### src/rtl/ade_pkg.sv
// ----------------------------------------------------------------------------
// ade_pkg
// Shared types and constants for the data-processing execute block.
// ----------------------------------------------------------------------------
package ade_pkg;

  localparam int unsigned XLEN = 32;

  // instruction bit positions
  localparam int unsigned InsImmBit   = 25;
  localparam int unsigned InsSBit     = 20;
  localparam int unsigned InsRegShBit = 4;
  localparam logic [3:0]  PcIndex     = 4'd15;
  localparam logic [XLEN-1:0] PcReadOffset = 32'd4;

  typedef enum logic [3:0] {
    OP_AND = 4'd0,
    OP_EOR = 4'd1,
    OP_SUB = 4'd2,
    OP_RSB = 4'd3,
    OP_ADD = 4'd4,
    OP_ADC = 4'd5,
    OP_SBC = 4'd6,
    OP_RSC = 4'd7,
    OP_TST = 4'd8,
    OP_TEQ = 4'd9,
    OP_CMP = 4'd10,
    OP_CMN = 4'd11,
    OP_ORR = 4'd12,
    OP_MOV = 4'd13,
    OP_BIC = 4'd14,
    OP_MVN = 4'd15
  } alu_op_e;

  typedef enum logic [1:0] {
    SH_LSL = 2'd0,
    SH_LSR = 2'd1,
    SH_ASR = 2'd2,
    SH_ROR = 2'd3
  } shift_type_e;

  // operand 2 as produced by the barrel shifter
  typedef struct packed {
    logic [XLEN-1:0] value;
    logic            carry;
  } shift_out_t;

  // flag bundle, NZCV order
  typedef struct packed {
    logic n;
    logic z;
    logic c;
    logic v;
  } flags_t;

endpackage

### src/rtl/ade_shifter.sv
// ----------------------------------------------------------------------------
// ade_shifter
// Barrel shifter for operand 2: rotated immediate or shifted Rm, with carry.
// ----------------------------------------------------------------------------
module ade_shifter (
  input  logic [31:0]        instruction_i,
  input  logic [31:0]        rm_i,
  input  logic [31:0]        rs_i,
  input  logic               carry_i,
  output ade_pkg::shift_out_t op2_o
);

  logic [4:0]  rot_amt;
  logic [31:0] imm_rot;
  logic [1:0]  sh_type;
  logic [4:0]  imm_amt;
  logic [7:0]  amt;
  logic [5:0]  asr_amt;
  logic [32:0] lsl_full;
  logic [32:0] lsr_full;
  logic [32:0] asr_full;
  logic [63:0] ror_full;

  assign rot_amt = {instruction_i[11:8], 1'b0};
  assign imm_rot = 32'({instruction_i[7:0], 24'd0, instruction_i[7:0]} >> rot_amt) |
                   32'({24'd0, instruction_i[7:0]} >> rot_amt);
  assign sh_type = instruction_i[6:5];
  assign imm_amt = instruction_i[11:7];

  // immediate lsr/asr by zero encodes a shift by 32
  always_comb begin
    if (instruction_i[ade_pkg::InsRegShBit]) begin
      amt = rs_i[7:0];
    end else if ((imm_amt == 5'd0) &&
                 ((sh_type == ade_pkg::SH_LSR) || (sh_type == ade_pkg::SH_ASR))) begin
      amt = 8'd32;
    end else begin
      amt = {3'd0, imm_amt};
    end
  end

  assign asr_amt  = (amt >= 8'd32) ? 6'd32 : amt[5:0];
  assign lsl_full = {1'b0, rm_i} << amt;
  assign lsr_full = {rm_i, 1'b0} >> amt;
  assign asr_full = 33'($signed({rm_i, 1'b0}) >>> asr_amt);
  assign ror_full = {rm_i, rm_i} >> amt[4:0];

  always_comb begin
    if (instruction_i[ade_pkg::InsImmBit]) begin
      op2_o.value = imm_rot;
      op2_o.carry = (rot_amt == 5'd0) ? carry_i : imm_rot[31];
    end else if (!instruction_i[ade_pkg::InsRegShBit] && (imm_amt == 5'd0) &&
                 (sh_type == ade_pkg::SH_ROR)) begin
      // rrx
      op2_o.value = {carry_i, rm_i[31:1]};
      op2_o.carry = rm_i[0];
    end else if (amt == 8'd0) begin
      op2_o.value = rm_i;
      op2_o.carry = carry_i;
    end else begin
      case (sh_type)
        ade_pkg::SH_LSL: begin
          op2_o.value = lsl_full[31:0];
          op2_o.carry = lsl_full[32];
        end
        ade_pkg::SH_LSR: begin
          op2_o.value = lsr_full[32:1];
          op2_o.carry = lsr_full[0];
        end
        ade_pkg::SH_ASR: begin
          op2_o.value = asr_full[32:1];
          op2_o.carry = asr_full[0];
        end
        default: begin
          op2_o.value = ror_full[31:0];
          op2_o.carry = ror_full[31];
        end
      endcase
    end
  end

endmodule

### src/rtl/ade_alu.sv
// ----------------------------------------------------------------------------
// ade_alu
// Sixteen data-processing operations, flag update and status restore request.
// ----------------------------------------------------------------------------
module ade_alu (
  input  logic [3:0]          opcode_i,
  input  logic                set_flags_i,
  input  logic [3:0]          rd_i,
  input  logic [31:0]         rn_i,
  input  ade_pkg::shift_out_t op2_i,
  input  ade_pkg::flags_t     flags_i,
  output logic [31:0]         result_o,
  output logic                write_enable_o,
  output ade_pkg::flags_t     flags_o,
  output logic                restore_o
);

  logic [31:0] add_a;
  logic [31:0] add_b;
  logic        add_cin;
  logic [32:0] sum;
  logic        add_v;
  logic        logical;
  logic        c_new;
  logic        v_new;

  always_comb begin
    add_a   = rn_i;
    add_b   = op2_i.value;
    add_cin = 1'b0;
    logical = 1'b0;
    case (ade_pkg::alu_op_e'(opcode_i))
      ade_pkg::OP_SUB, ade_pkg::OP_CMP: begin
        add_b   = ~op2_i.value;
        add_cin = 1'b1;
      end
      ade_pkg::OP_RSB: begin
        add_a   = op2_i.value;
        add_b   = ~rn_i;
        add_cin = 1'b1;
      end
      ade_pkg::OP_ADD, ade_pkg::OP_CMN: begin
        add_cin = 1'b0;
      end
      ade_pkg::OP_ADC: begin
        add_cin = flags_i.c;
      end
      ade_pkg::OP_SBC: begin
        add_b   = ~op2_i.value;
        add_cin = flags_i.c;
      end
      ade_pkg::OP_RSC: begin
        add_a   = op2_i.value;
        add_b   = ~rn_i;
        add_cin = flags_i.c;
      end
      default: begin
        logical = 1'b1;
      end
    endcase
  end

  assign sum   = {1'b0, add_a} + {1'b0, add_b} + {32'd0, add_cin};
  assign add_v = (add_a[31] ^ sum[31]) & (add_b[31] ^ sum[31]);

  always_comb begin
    case (ade_pkg::alu_op_e'(opcode_i))
      ade_pkg::OP_AND, ade_pkg::OP_TST: result_o = rn_i & op2_i.value;
      ade_pkg::OP_EOR, ade_pkg::OP_TEQ: result_o = rn_i ^ op2_i.value;
      ade_pkg::OP_ORR:                  result_o = rn_i | op2_i.value;
      ade_pkg::OP_MOV:                  result_o = op2_i.value;
      ade_pkg::OP_BIC:                  result_o = rn_i & ~op2_i.value;
      ade_pkg::OP_MVN:                  result_o = ~op2_i.value;
      default:                          result_o = sum[31:0];
    endcase
  end

  assign write_enable_o = !((opcode_i == ade_pkg::OP_TST) || (opcode_i == ade_pkg::OP_TEQ) ||
                            (opcode_i == ade_pkg::OP_CMP) || (opcode_i == ade_pkg::OP_CMN));
  assign c_new = logical ? op2_i.carry : sum[32];
  assign v_new = logical ? flags_i.v : add_v;

  // s with rd = pc on a writing op restores the saved status instead
  assign restore_o = set_flags_i && write_enable_o && (rd_i == ade_pkg::PcIndex);

  always_comb begin
    if (set_flags_i && !restore_o) begin
      flags_o.n = result_o[31];
      flags_o.z = (result_o == 32'd0);
      flags_o.c = c_new;
      flags_o.v = v_new;
    end else begin
      flags_o = flags_i;
    end
  end

endmodule

### src/rtl/arm_data_processing_execute.sv
// ----------------------------------------------------------------------------
// arm_data_processing_execute
// Data-processing execute stage: barrel shifter and ALU between an input
// register and a result register.
// ----------------------------------------------------------------------------
//  channel  direction  handshake               payload
//  in       input      in_valid_i / in_stall_o  opcode, instruction, rn/rm/rs, flags
//  out      output     out_valid_o / out_stall_i result, dest, write enable, flags, restore
//
//  one beat per cycle sustained while out_stall_i stays low; a taken beat
//  passes through the input register, then the result register
//  the shifter plus 32-bit adder between the two registers sets the cycle
//  rst_ni clears both valid flags, payload registers are not reset
//  a stalled result holds in the result register; the input register takes
//  one more beat before in_stall_o rises
// ----------------------------------------------------------------------------
module arm_data_processing_execute (
  input  logic        clk_i,
  input  logic        rst_ni,
  input  logic        in_valid_i,
  output logic        in_stall_o,
  input  logic [3:0]  opcode_i,
  input  logic [31:0] instruction_i,
  input  logic [31:0] first_value_i,
  input  logic [31:0] second_value_i,
  input  logic [31:0] shift_value_i,
  input  logic [3:0]  flags_in_i,
  output logic        out_valid_o,
  input  logic        out_stall_i,
  output logic [31:0] result_value_o,
  output logic [3:0]  dest_index_o,
  output logic        write_enable_o,
  output logic [3:0]  flags_out_o,
  output logic        restore_status_o
);

  logic        s1_valid_q;
  logic [3:0]  op_q;
  logic [31:0] ins_q;
  logic [31:0] rn_q;
  logic [31:0] rm_q;
  logic [31:0] rs_q;
  logic [3:0]  fl_q;

  logic        s2_ready;
  logic        s1_load;
  logic        pc_adj;
  logic [31:0] rn_adj;
  logic [31:0] rm_adj;

  ade_pkg::shift_out_t op2;
  ade_pkg::flags_t     alu_flags;
  logic [31:0]         alu_result;
  logic                alu_we;
  logic                alu_restore;

  assign s2_ready   = !out_valid_o || !out_stall_i;
  assign in_stall_o = s1_valid_q && !s2_ready;
  assign s1_load    = in_valid_i && !in_stall_o;

  always_ff @(posedge clk_i or negedge rst_ni) begin
    if (!rst_ni) begin
      s1_valid_q <= 1'b0;
    end else if (!in_stall_o) begin
      s1_valid_q <= in_valid_i;
    end
  end

  always_ff @(posedge clk_i) begin
    if (s1_load) begin
      op_q  <= opcode_i;
      ins_q <= instruction_i;
      rn_q  <= first_value_i;
      rm_q  <= second_value_i;
      rs_q  <= shift_value_i;
      fl_q  <= flags_in_i;
    end
  end

  // pc reads as +4 in register-shift form, rs never adjusted
  assign pc_adj = !ins_q[ade_pkg::InsImmBit] && ins_q[ade_pkg::InsRegShBit];
  assign rn_adj = (pc_adj && (ins_q[19:16] == ade_pkg::PcIndex)) ?
                  rn_q + ade_pkg::PcReadOffset : rn_q;
  assign rm_adj = (pc_adj && (ins_q[3:0] == ade_pkg::PcIndex)) ?
                  rm_q + ade_pkg::PcReadOffset : rm_q;

  ade_shifter u_shifter (
    .instruction_i (ins_q),
    .rm_i          (rm_adj),
    .rs_i          (rs_q),
    .carry_i       (fl_q[1]),
    .op2_o         (op2)
  );

  ade_alu u_alu (
    .opcode_i       (op_q),
    .set_flags_i    (ins_q[ade_pkg::InsSBit]),
    .rd_i           (ins_q[15:12]),
    .rn_i           (rn_adj),
    .op2_i          (op2),
    .flags_i        (ade_pkg::flags_t'(fl_q)),
    .result_o       (alu_result),
    .write_enable_o (alu_we),
    .flags_o        (alu_flags),
    .restore_o      (alu_restore)
  );

  always_ff @(posedge clk_i or negedge rst_ni) begin
    if (!rst_ni) begin
      out_valid_o <= 1'b0;
    end else if (s2_ready) begin
      out_valid_o <= s1_valid_q;
    end
  end

  always_ff @(posedge clk_i) begin
    if (s2_ready && s1_valid_q) begin
      result_value_o   <= alu_result;
      dest_index_o     <= ins_q[15:12];
      write_enable_o   <= alu_we;
      flags_out_o      <= alu_flags;
      restore_status_o <= alu_restore;
    end
  end

`ifndef SYNTHESIS
  a_stall_needs_item: assert property (@(posedge clk_i) disable iff (!rst_ni)
    in_stall_o |-> (s1_valid_q && out_valid_o))
    else $error("input stalled with an empty input register");

  a_item_moves_on: assert property (@(posedge clk_i) disable iff (!rst_ni)
    (s1_valid_q && s2_ready) |=> out_valid_o)
    else $error("item in input register did not reach the result register");

  a_rose_from_s1: assert property (@(posedge clk_i) disable iff (!rst_ni)
    $rose(out_valid_o) |-> $past(s1_valid_q))
    else $error("result appeared without an item");

  a_restore_pc: assert property (@(posedge clk_i) disable iff (!rst_ni)
    (out_valid_o && restore_status_o) |->
      (write_enable_o && (dest_index_o == ade_pkg::PcIndex)))
    else $error("status restore without a pc write");
`endif

endmodule

### config.mk
export PLATFORM = sky130hd
export DESIGN_NAME = arm_data_processing_execute
export DESIGN_NICKNAME = d
export VERILOG_FILES = /design/src/rtl/ade_pkg.sv /design/src/rtl/ade_shifter.sv /design/src/rtl/ade_alu.sv /design/src/rtl/arm_data_processing_execute.sv
export SDC_FILE = /design/constraint.sdc
export NUM_CORES = 1
export LEC_CHECK = 0
export BUFFER_PORTS_ARGS = -buffer_cell sky130_fd_sc_hd__clkbuf_2
export CAP_MARGIN = 20
export CORE_UTILIZATION = 30
export CTS_CLUSTER_SIZE = 10
export DETAILED_ROUTE_END_ITERATION = 12
export HOLD_SLACK_MARGIN = 0.06
export PLACE_DENSITY_LB_ADDON = 0.3
export SLEW_MARGIN = 40
export SYNTH_ARGS = -nofsm -noshare
export SYNTH_HDL_FRONTEND = slang
export SYNTH_SLANG_ARGS = --single-unit
### constraint.sdc
create_clock -name clk_i -period 7.3 [get_ports clk_i]
set_input_delay 0.73 -clock clk_i [delete_from_list [all_inputs] [get_ports clk_i]]
set_output_delay 0.73 -clock clk_i [all_outputs]
set_load 0.05 [all_outputs]
# --- Yosys cells after proc, flatten, opt, wreduce, memory -nomap -nowiden ---
# Cells that the tools add are included.
word_totals:
  reg_bits: 150
  latchBits: 0
  out_inout_bits: 44
  rom_bits: 0
  mem_count: 0
  word_cells: 110
  in_bits: 140
  mem_bits_rw: 0
op_classes:
  shift: 6
  div_mod_pow: 0
  n_reduce_logical: 38
  n_lt_le_gt_ge: 1
  eq_ne: 21
  muxes: 17
  multipliers: 0
  add_sub_neg: 4
  n_bitwise: 10
ops:
  columns: ["op", "n"]
  rows:
  - ["case mux 32 bit (6 select lines)", 1]
  - ["2-to-1 mux 33 bit", 3]
  - ["case mux 33 bit (3 select lines)", 1]
  - ["2-to-1 mux 32 bit", 3]
  - ["adder 32 x 3 -> 32 bit, second input constant", 2]
  - ["AND 32 bit", 2]
  - ["NOT 32 bit", 2]
  - ["OR 32 bit", 2]
  - ["case mux 32 bit (2 select lines)", 1]
  - ["right shift 64 x 5 -> 32 bit", 1]
  - ["equality test 4 bit, second input constant", 11]
  - ["right shift 40 x 5 -> 32 bit", 1]
  - ["adder 32 x 32 -> 33 bit", 1]
  - ["adder 33 x 1 -> 33 bit", 1]
  - ["<< shifter 32 x 8 -> 33 bit", 1]
  - ["right shift 33 x 8 -> 33 bit", 1]
  - [">>> shifter 33 x 6 -> 33 bit", 1]
  - ["zero test 32 bit", 1]
  - ["right shift 8 x 5 -> 32 bit", 1]
  - ["bitwise XOR 32 bit", 1]
  - ["equality test 4 x 3 -> 1 bit, second input constant", 4]
  - ["logical AND 1 bit", 12]
  - ["2-to-1 mux 6 bit", 2]
  - ["zero test 5 bit", 2]
  - ["other kinds (19)", 39]

# --- Logic depth before layout (Yosys ltp) ---
logic_depth:
  depth_word: 20
  ltp_mapped: 35
  ltp_nobuf: 33

# --- Modules after synthesis ---
# Synthesis repeated with hierarchy kept, for this count alone.
unflattened:
  cells_unflattened: 2680
  hier_area_um2: 21952.3
by_module_without_submodules:
  columns: ["module", "cells_each", "n_inst", "seq_area_each_um2", "area_per_inst_um2"]
  rows:
  - ["ade_shifter", 1376, 1, 0.0, 9605.5]
  - ["arm_data_processing_execute", 373, 1, 5395.2, 6700.2]
  - ["ade_alu", 931, 1, 0.0, 5646.7]

# --- Least setup slack after synthesis ---
# No wires, ideal clock.
synth_path:
  path_kind: "register to register"
  startpoint: "register rm_q[2]"
  endpoint: "register flags_out_o[2], data pin"
  required_time_ps: 7131
  slack_ps: -141
  t_arrival_ps: 7272
  setup_ps: 169
  synth_period_minus_slack_ps: 7441
  path_stages_with_launch: 34
  path_buffers: 2
  cell_sequence: "edfxtp_1 > ha_1 > clkbuf_1 > nand3_1 > or4_1 > buf_2 > or4_4 > nand2_2 > o22ai_1 > nor3_1 > a21oi_1 > o221ai_1 > o21ai_0 > o21ai_1 > inv_1 > a221oi_1 > fa_1 > inv_1 > fa_1 > a21o_1 > a21oi_1 > o21ai_0 > a21oi_1 > a221oi_1 > or3_1 > a31o_2 > a31oi_1 > xnor2_1 > o21ai_0 > mux2i_1 > nor4_1 > nand4b_1 > or4_1 > o31ai_1"
synth_rtl:
  columns: ["item", "line", "source"]
  rows:
  - ["from (decl)", "arm_data_processing_execute.sv:41", "logic [31:0] rm_q;"]
  - ["from (signal assigned)", "arm_data_processing_execute.sv:74", "rm_q <= second_value_i;"]
  - ["to (signal assigned)", "arm_data_processing_execute.sv:121", "flags_out_o <= alu_flags;"]
  - ["to (decl)", "arm_data_processing_execute.sv:33", "output logic [3:0] flags_out_o,"]

==> flow_metrics.tcl <==
set metrics [dict create \
    place_area_mm2 0.0302 \
    ant_nets 0 \
    synth_seq_cells 146 \
    fin_nets 4078 \
    drv_slew 0 \
    synth-async-reset-ratio_pct 1.37 \
    worst_slew_pin_slew_ns 0.928 \
    syn_nets 3005 \
    seq_area_mm2 0.00437 \
    synthCells 2793 \
    clk_latency_ns 0.51 \
    synth_cell_type_count 104 \
    final_common_cell "buf_4" \
    holdWs_ns 0.389 \
    fin_crit_sh_pct 107 \
    clkTransAtPathRegs_ns 0.09 \
    fin_crit_ns 7.78 \
    dr.pass1.iters 7 \
    area_delta_synth_final_pct 57.9 \
    htree_levels 4 \
    clock_sinks 146 \
    layout_setup_ws_ns -0.484 \
    track_usage_pct 42.3 \
    pwr-share-clk_pct 17.1 \
    required_ns 7.64 \
    fin_skew_ns 0.0193 \
    crit_top_cell "buf_4" \
    fillerInstances 6840 \
    io_pins 184 \
    intPower_mw 2.96 \
    io_buffers 149 \
    grt_pass1_vias 28008 \
    dp_hpwl_mm 124 \
    swShare_pct 46.7 \
    p_seq_share_pct 19.3 \
    crit_fanout 6 \
    synth_area_leaders "edfxtp_1 21%, a21oi_1 5.7%, o21ai_0 5.3%, nor2_1 5.0%, nand2_1 4.9%" \
    critical_path_class "reg -> reg" \
    die-area_mm2 0.0694 \
    post-place-ws_ns -1.70 \
    cap_violations 0 \
    dieWidth_um 263 \
    drive_gt1_share_pct 41.7 \
    cellLeakagePower_nw 13.7 \
    crit_path_top_delay_cell "or4_4" \
    num_vias 30106 \
    synth_edf_count 144 \
    grt_pass1_wl_mm 211 \
    post_drt_wl_per_cell_um 31.7 \
    cts_root_buf "clkbuf_16" \
    end_kind "flop" \
    cts_buffer_depth 2 \
    core_mm2 0.0674 \
    final_cell_mix "1100 x buf_4, 261 x nor2_1, 250 x nand2_1" \
    ys_seq_area_share_pct 21.3 \
    status "complete, but fails checks" \
    hp-class "in -> reg" \
    syn_area_per_cell_um2 7.34 \
    final_core_util_pct 48.0 \
    grt_max_degree 64 \
    rsz0062_at_grt "yes" \
    place_congestion 1.11 \
    p_switching_mw 2.59 \
    syn_area_mm2 0.0205 \
    die_y_um 263 \
    multi_input_area_mm2 0.0162 \
    setup-violations-final 3 \
    violations "negative setup slack" \
    initial_core_util_pct 30.4 \
    timing_hold_violations_final 0 \
    fin_total_pwr_mw 5.56 \
    synth_top_area_share_pct 21.1 \
    synth_area_leader_cell "edfxtp_1" \
    drc 0 \
    power_density_mw_per_mm2 172 \
    slew_headroom_pct 37.6 \
    rows 95 \
    arrival_ns 8.13 \
    crit_path_start_kind "flop" \
    numCtsBuffers 17 \
    grt_antenna_before_repair 3 \
    yosysWarnings 0 \
    p_comb_share_pct 63.6 \
    vias_per_cell 6.33 \
    grt_overflow_total 0 \
    fmax_mhz 128 \
    drt_iter0_markers 4282 \
    cp_slowest_stage_delay_ns 0.61 \
    stdcell_area_mm2 0.0324 \
    synthFlopType "edfxtp_1" \
    peakVddDrop_v 0.000191 \
    routed_wl_mm 151 \
    cts_tree "done" \
]
==> cells by family (layout without fill, tap and decap cells) <==
| group | Yosys count | in the layout | share of synthesized area [%] |
|---|---|---|---|
| AOI/OAI and AO/OA | 1104 | 1104 | 36.4 |
| xor gates and xnor gates | 64 | 64 | 2.74 |
| adders and majority gates | 72 | 72 | 4.47 |
| buffers and inverters | 300 | 1386 | 5.81 |
| DFF | 146 | 146 | 21.3 |
| muxes | 109 | 109 | 5.94 |
| other | 0 | 1 | 0 |
| and+or+nand+nor | 998 | 998 | 23.3 |
==> state kept, by name, summed over array words and instances, names as in the netlist <==
| name | flops |
|---|---|
| dest_index_o | 4 |
| write_enable_o | 1 |
| rn_q | 32 |
| s1_valid_q | 1 |
| ins_q | 22 |
| fl_q | 4 |
| restore_status_o | 1 |
| out_valid_o | 1 |
| result_value_o | 32 |
| op_q | 4 |
| rs_q | 8 |
| flags_out_o | 4 |
| rm_q | 32 |
==> cell usage after synthesis, types with 37 or more instances <==
| master | n |
|---|---|
| a22oi_1 | 41 |
| mux2i_1 | 74 |
| nor2_1 | 271 |
| o21ai_0 | 216 |
| inv_1 | 49 |
| nand4_1 | 37 |
| nor3_1 | 112 |
| nand3_1 | 125 |
| o211ai_1 | 56 |
| ha_1 | 70 |
| o22ai_1 | 70 |
| a221oi_1 | 44 |
| xnor2_1 | 38 |
| clkbuf_1 | 183 |
| a21oi_1 | 232 |
| a31oi_1 | 59 |
| edfxtp_1 | 144 |
| a211oi_1 | 44 |
| o31ai_1 | 40 |
| nand2_1 | 265 |
==> what timing repair did <==
item | in CTS | in global routing
resized for setup | 182 | 92
buffers inserted | 25 | 21
pin swaps | 51 | 39
hold buffers | 1 | 0
endpoints found under the hold margin | 2 | 0
setup endpoints to repair | 17 | 11
cloned | 0 | 1
==> final cells by class <==
class	instances	area share (%)
Multi-Input combinational cell	2347	50.0
Timing Repair Buffer	1305	30.6
Sequential cell	146	13.5
Tap cell	873	3.38
Clock buffer	17	1.31
Clock inverter	15	0.568
Inverter	49	0.568
Antenna cell	1	0.00773
==> routing by layer <==
| metal | global-route usage (%) | vias up | part of all wire (%) |
|---|---|---|---|
| met5 | 0 | - | 0.0060 |
| met4 | 14.7 | 2 | 4.0 |
| met3 | 12.2 | 294 | 12 |
| met2 | 58.1 | 1975 | 39 |
| met1 | 61.9 | 14735 | 45 |
| li1 | - | 13100 | - |
==> through the flow <==
step	TNS, ns	cells
5_1_grt	-1.67	4752
3_3_place_gp	-9.54	4672
3_5_place_dp	-11.45	4672
4_1_cts	-0.344	4730
2_1_floorplan	0	2793
6_report	-0.694	4753
==> final timing paths <==
| kind | from | endpoint | slack [ns] | cells after the start |
|---|---|---|---|---|
| setup / recovery | rm_q[4]$_DFFE_PP_ | flags_out_o[2]$_DFFE_PP_ | -0.48 | 31 |
| hold / removal | second_value_i[18] | rm_q[18]$_DFFE_PP_ | 0.39 | 1 |
| setup reg to reg | rm_q[4]$_DFFE_PP_ | flags_out_o[2]$_DFFE_PP_ | -0.48 | 31 |
| hold reg to reg | ins_q[13]$_DFFE_PP_ | dest_index_o[1]$_DFFE_PP_ | 0.45 | 0 |
| max in group asynchronous | rst_ni | s1_valid_q$_DFFE_PN0N_ | 6.65 | 2 |
| min in group asynchronous | rst_ni | out_valid_o$_DFFE_PN0N_ | 0.55 | 2 |
==> power by group through the flow <==
stage	combinational [mW]	sequential (mW)	clock, mW
floorplan	1.33	1.22	0
detailed placement	3.17	1.09	0
global placement	3.20	1.09	0
finish	3.53	1.07	0.952
global route	3.67	1.08	0.986
CTS	3.31	1.07	0.969
==> worst max-delay path, delay by kind of cell, from the launching register on <==
family                   cells  cell delay, ns
flip-flops                   1            0.40
AO/OA/AOI/OAI               14            3.13
AND/OR/NAND/NOR              8            2.38
buffers and inverters        6            0.90
adder cells (fa/ha/maj)      1            0.35
multiplexers                 2            0.40
No activity file was read; power rests on OpenSTA's default activity.
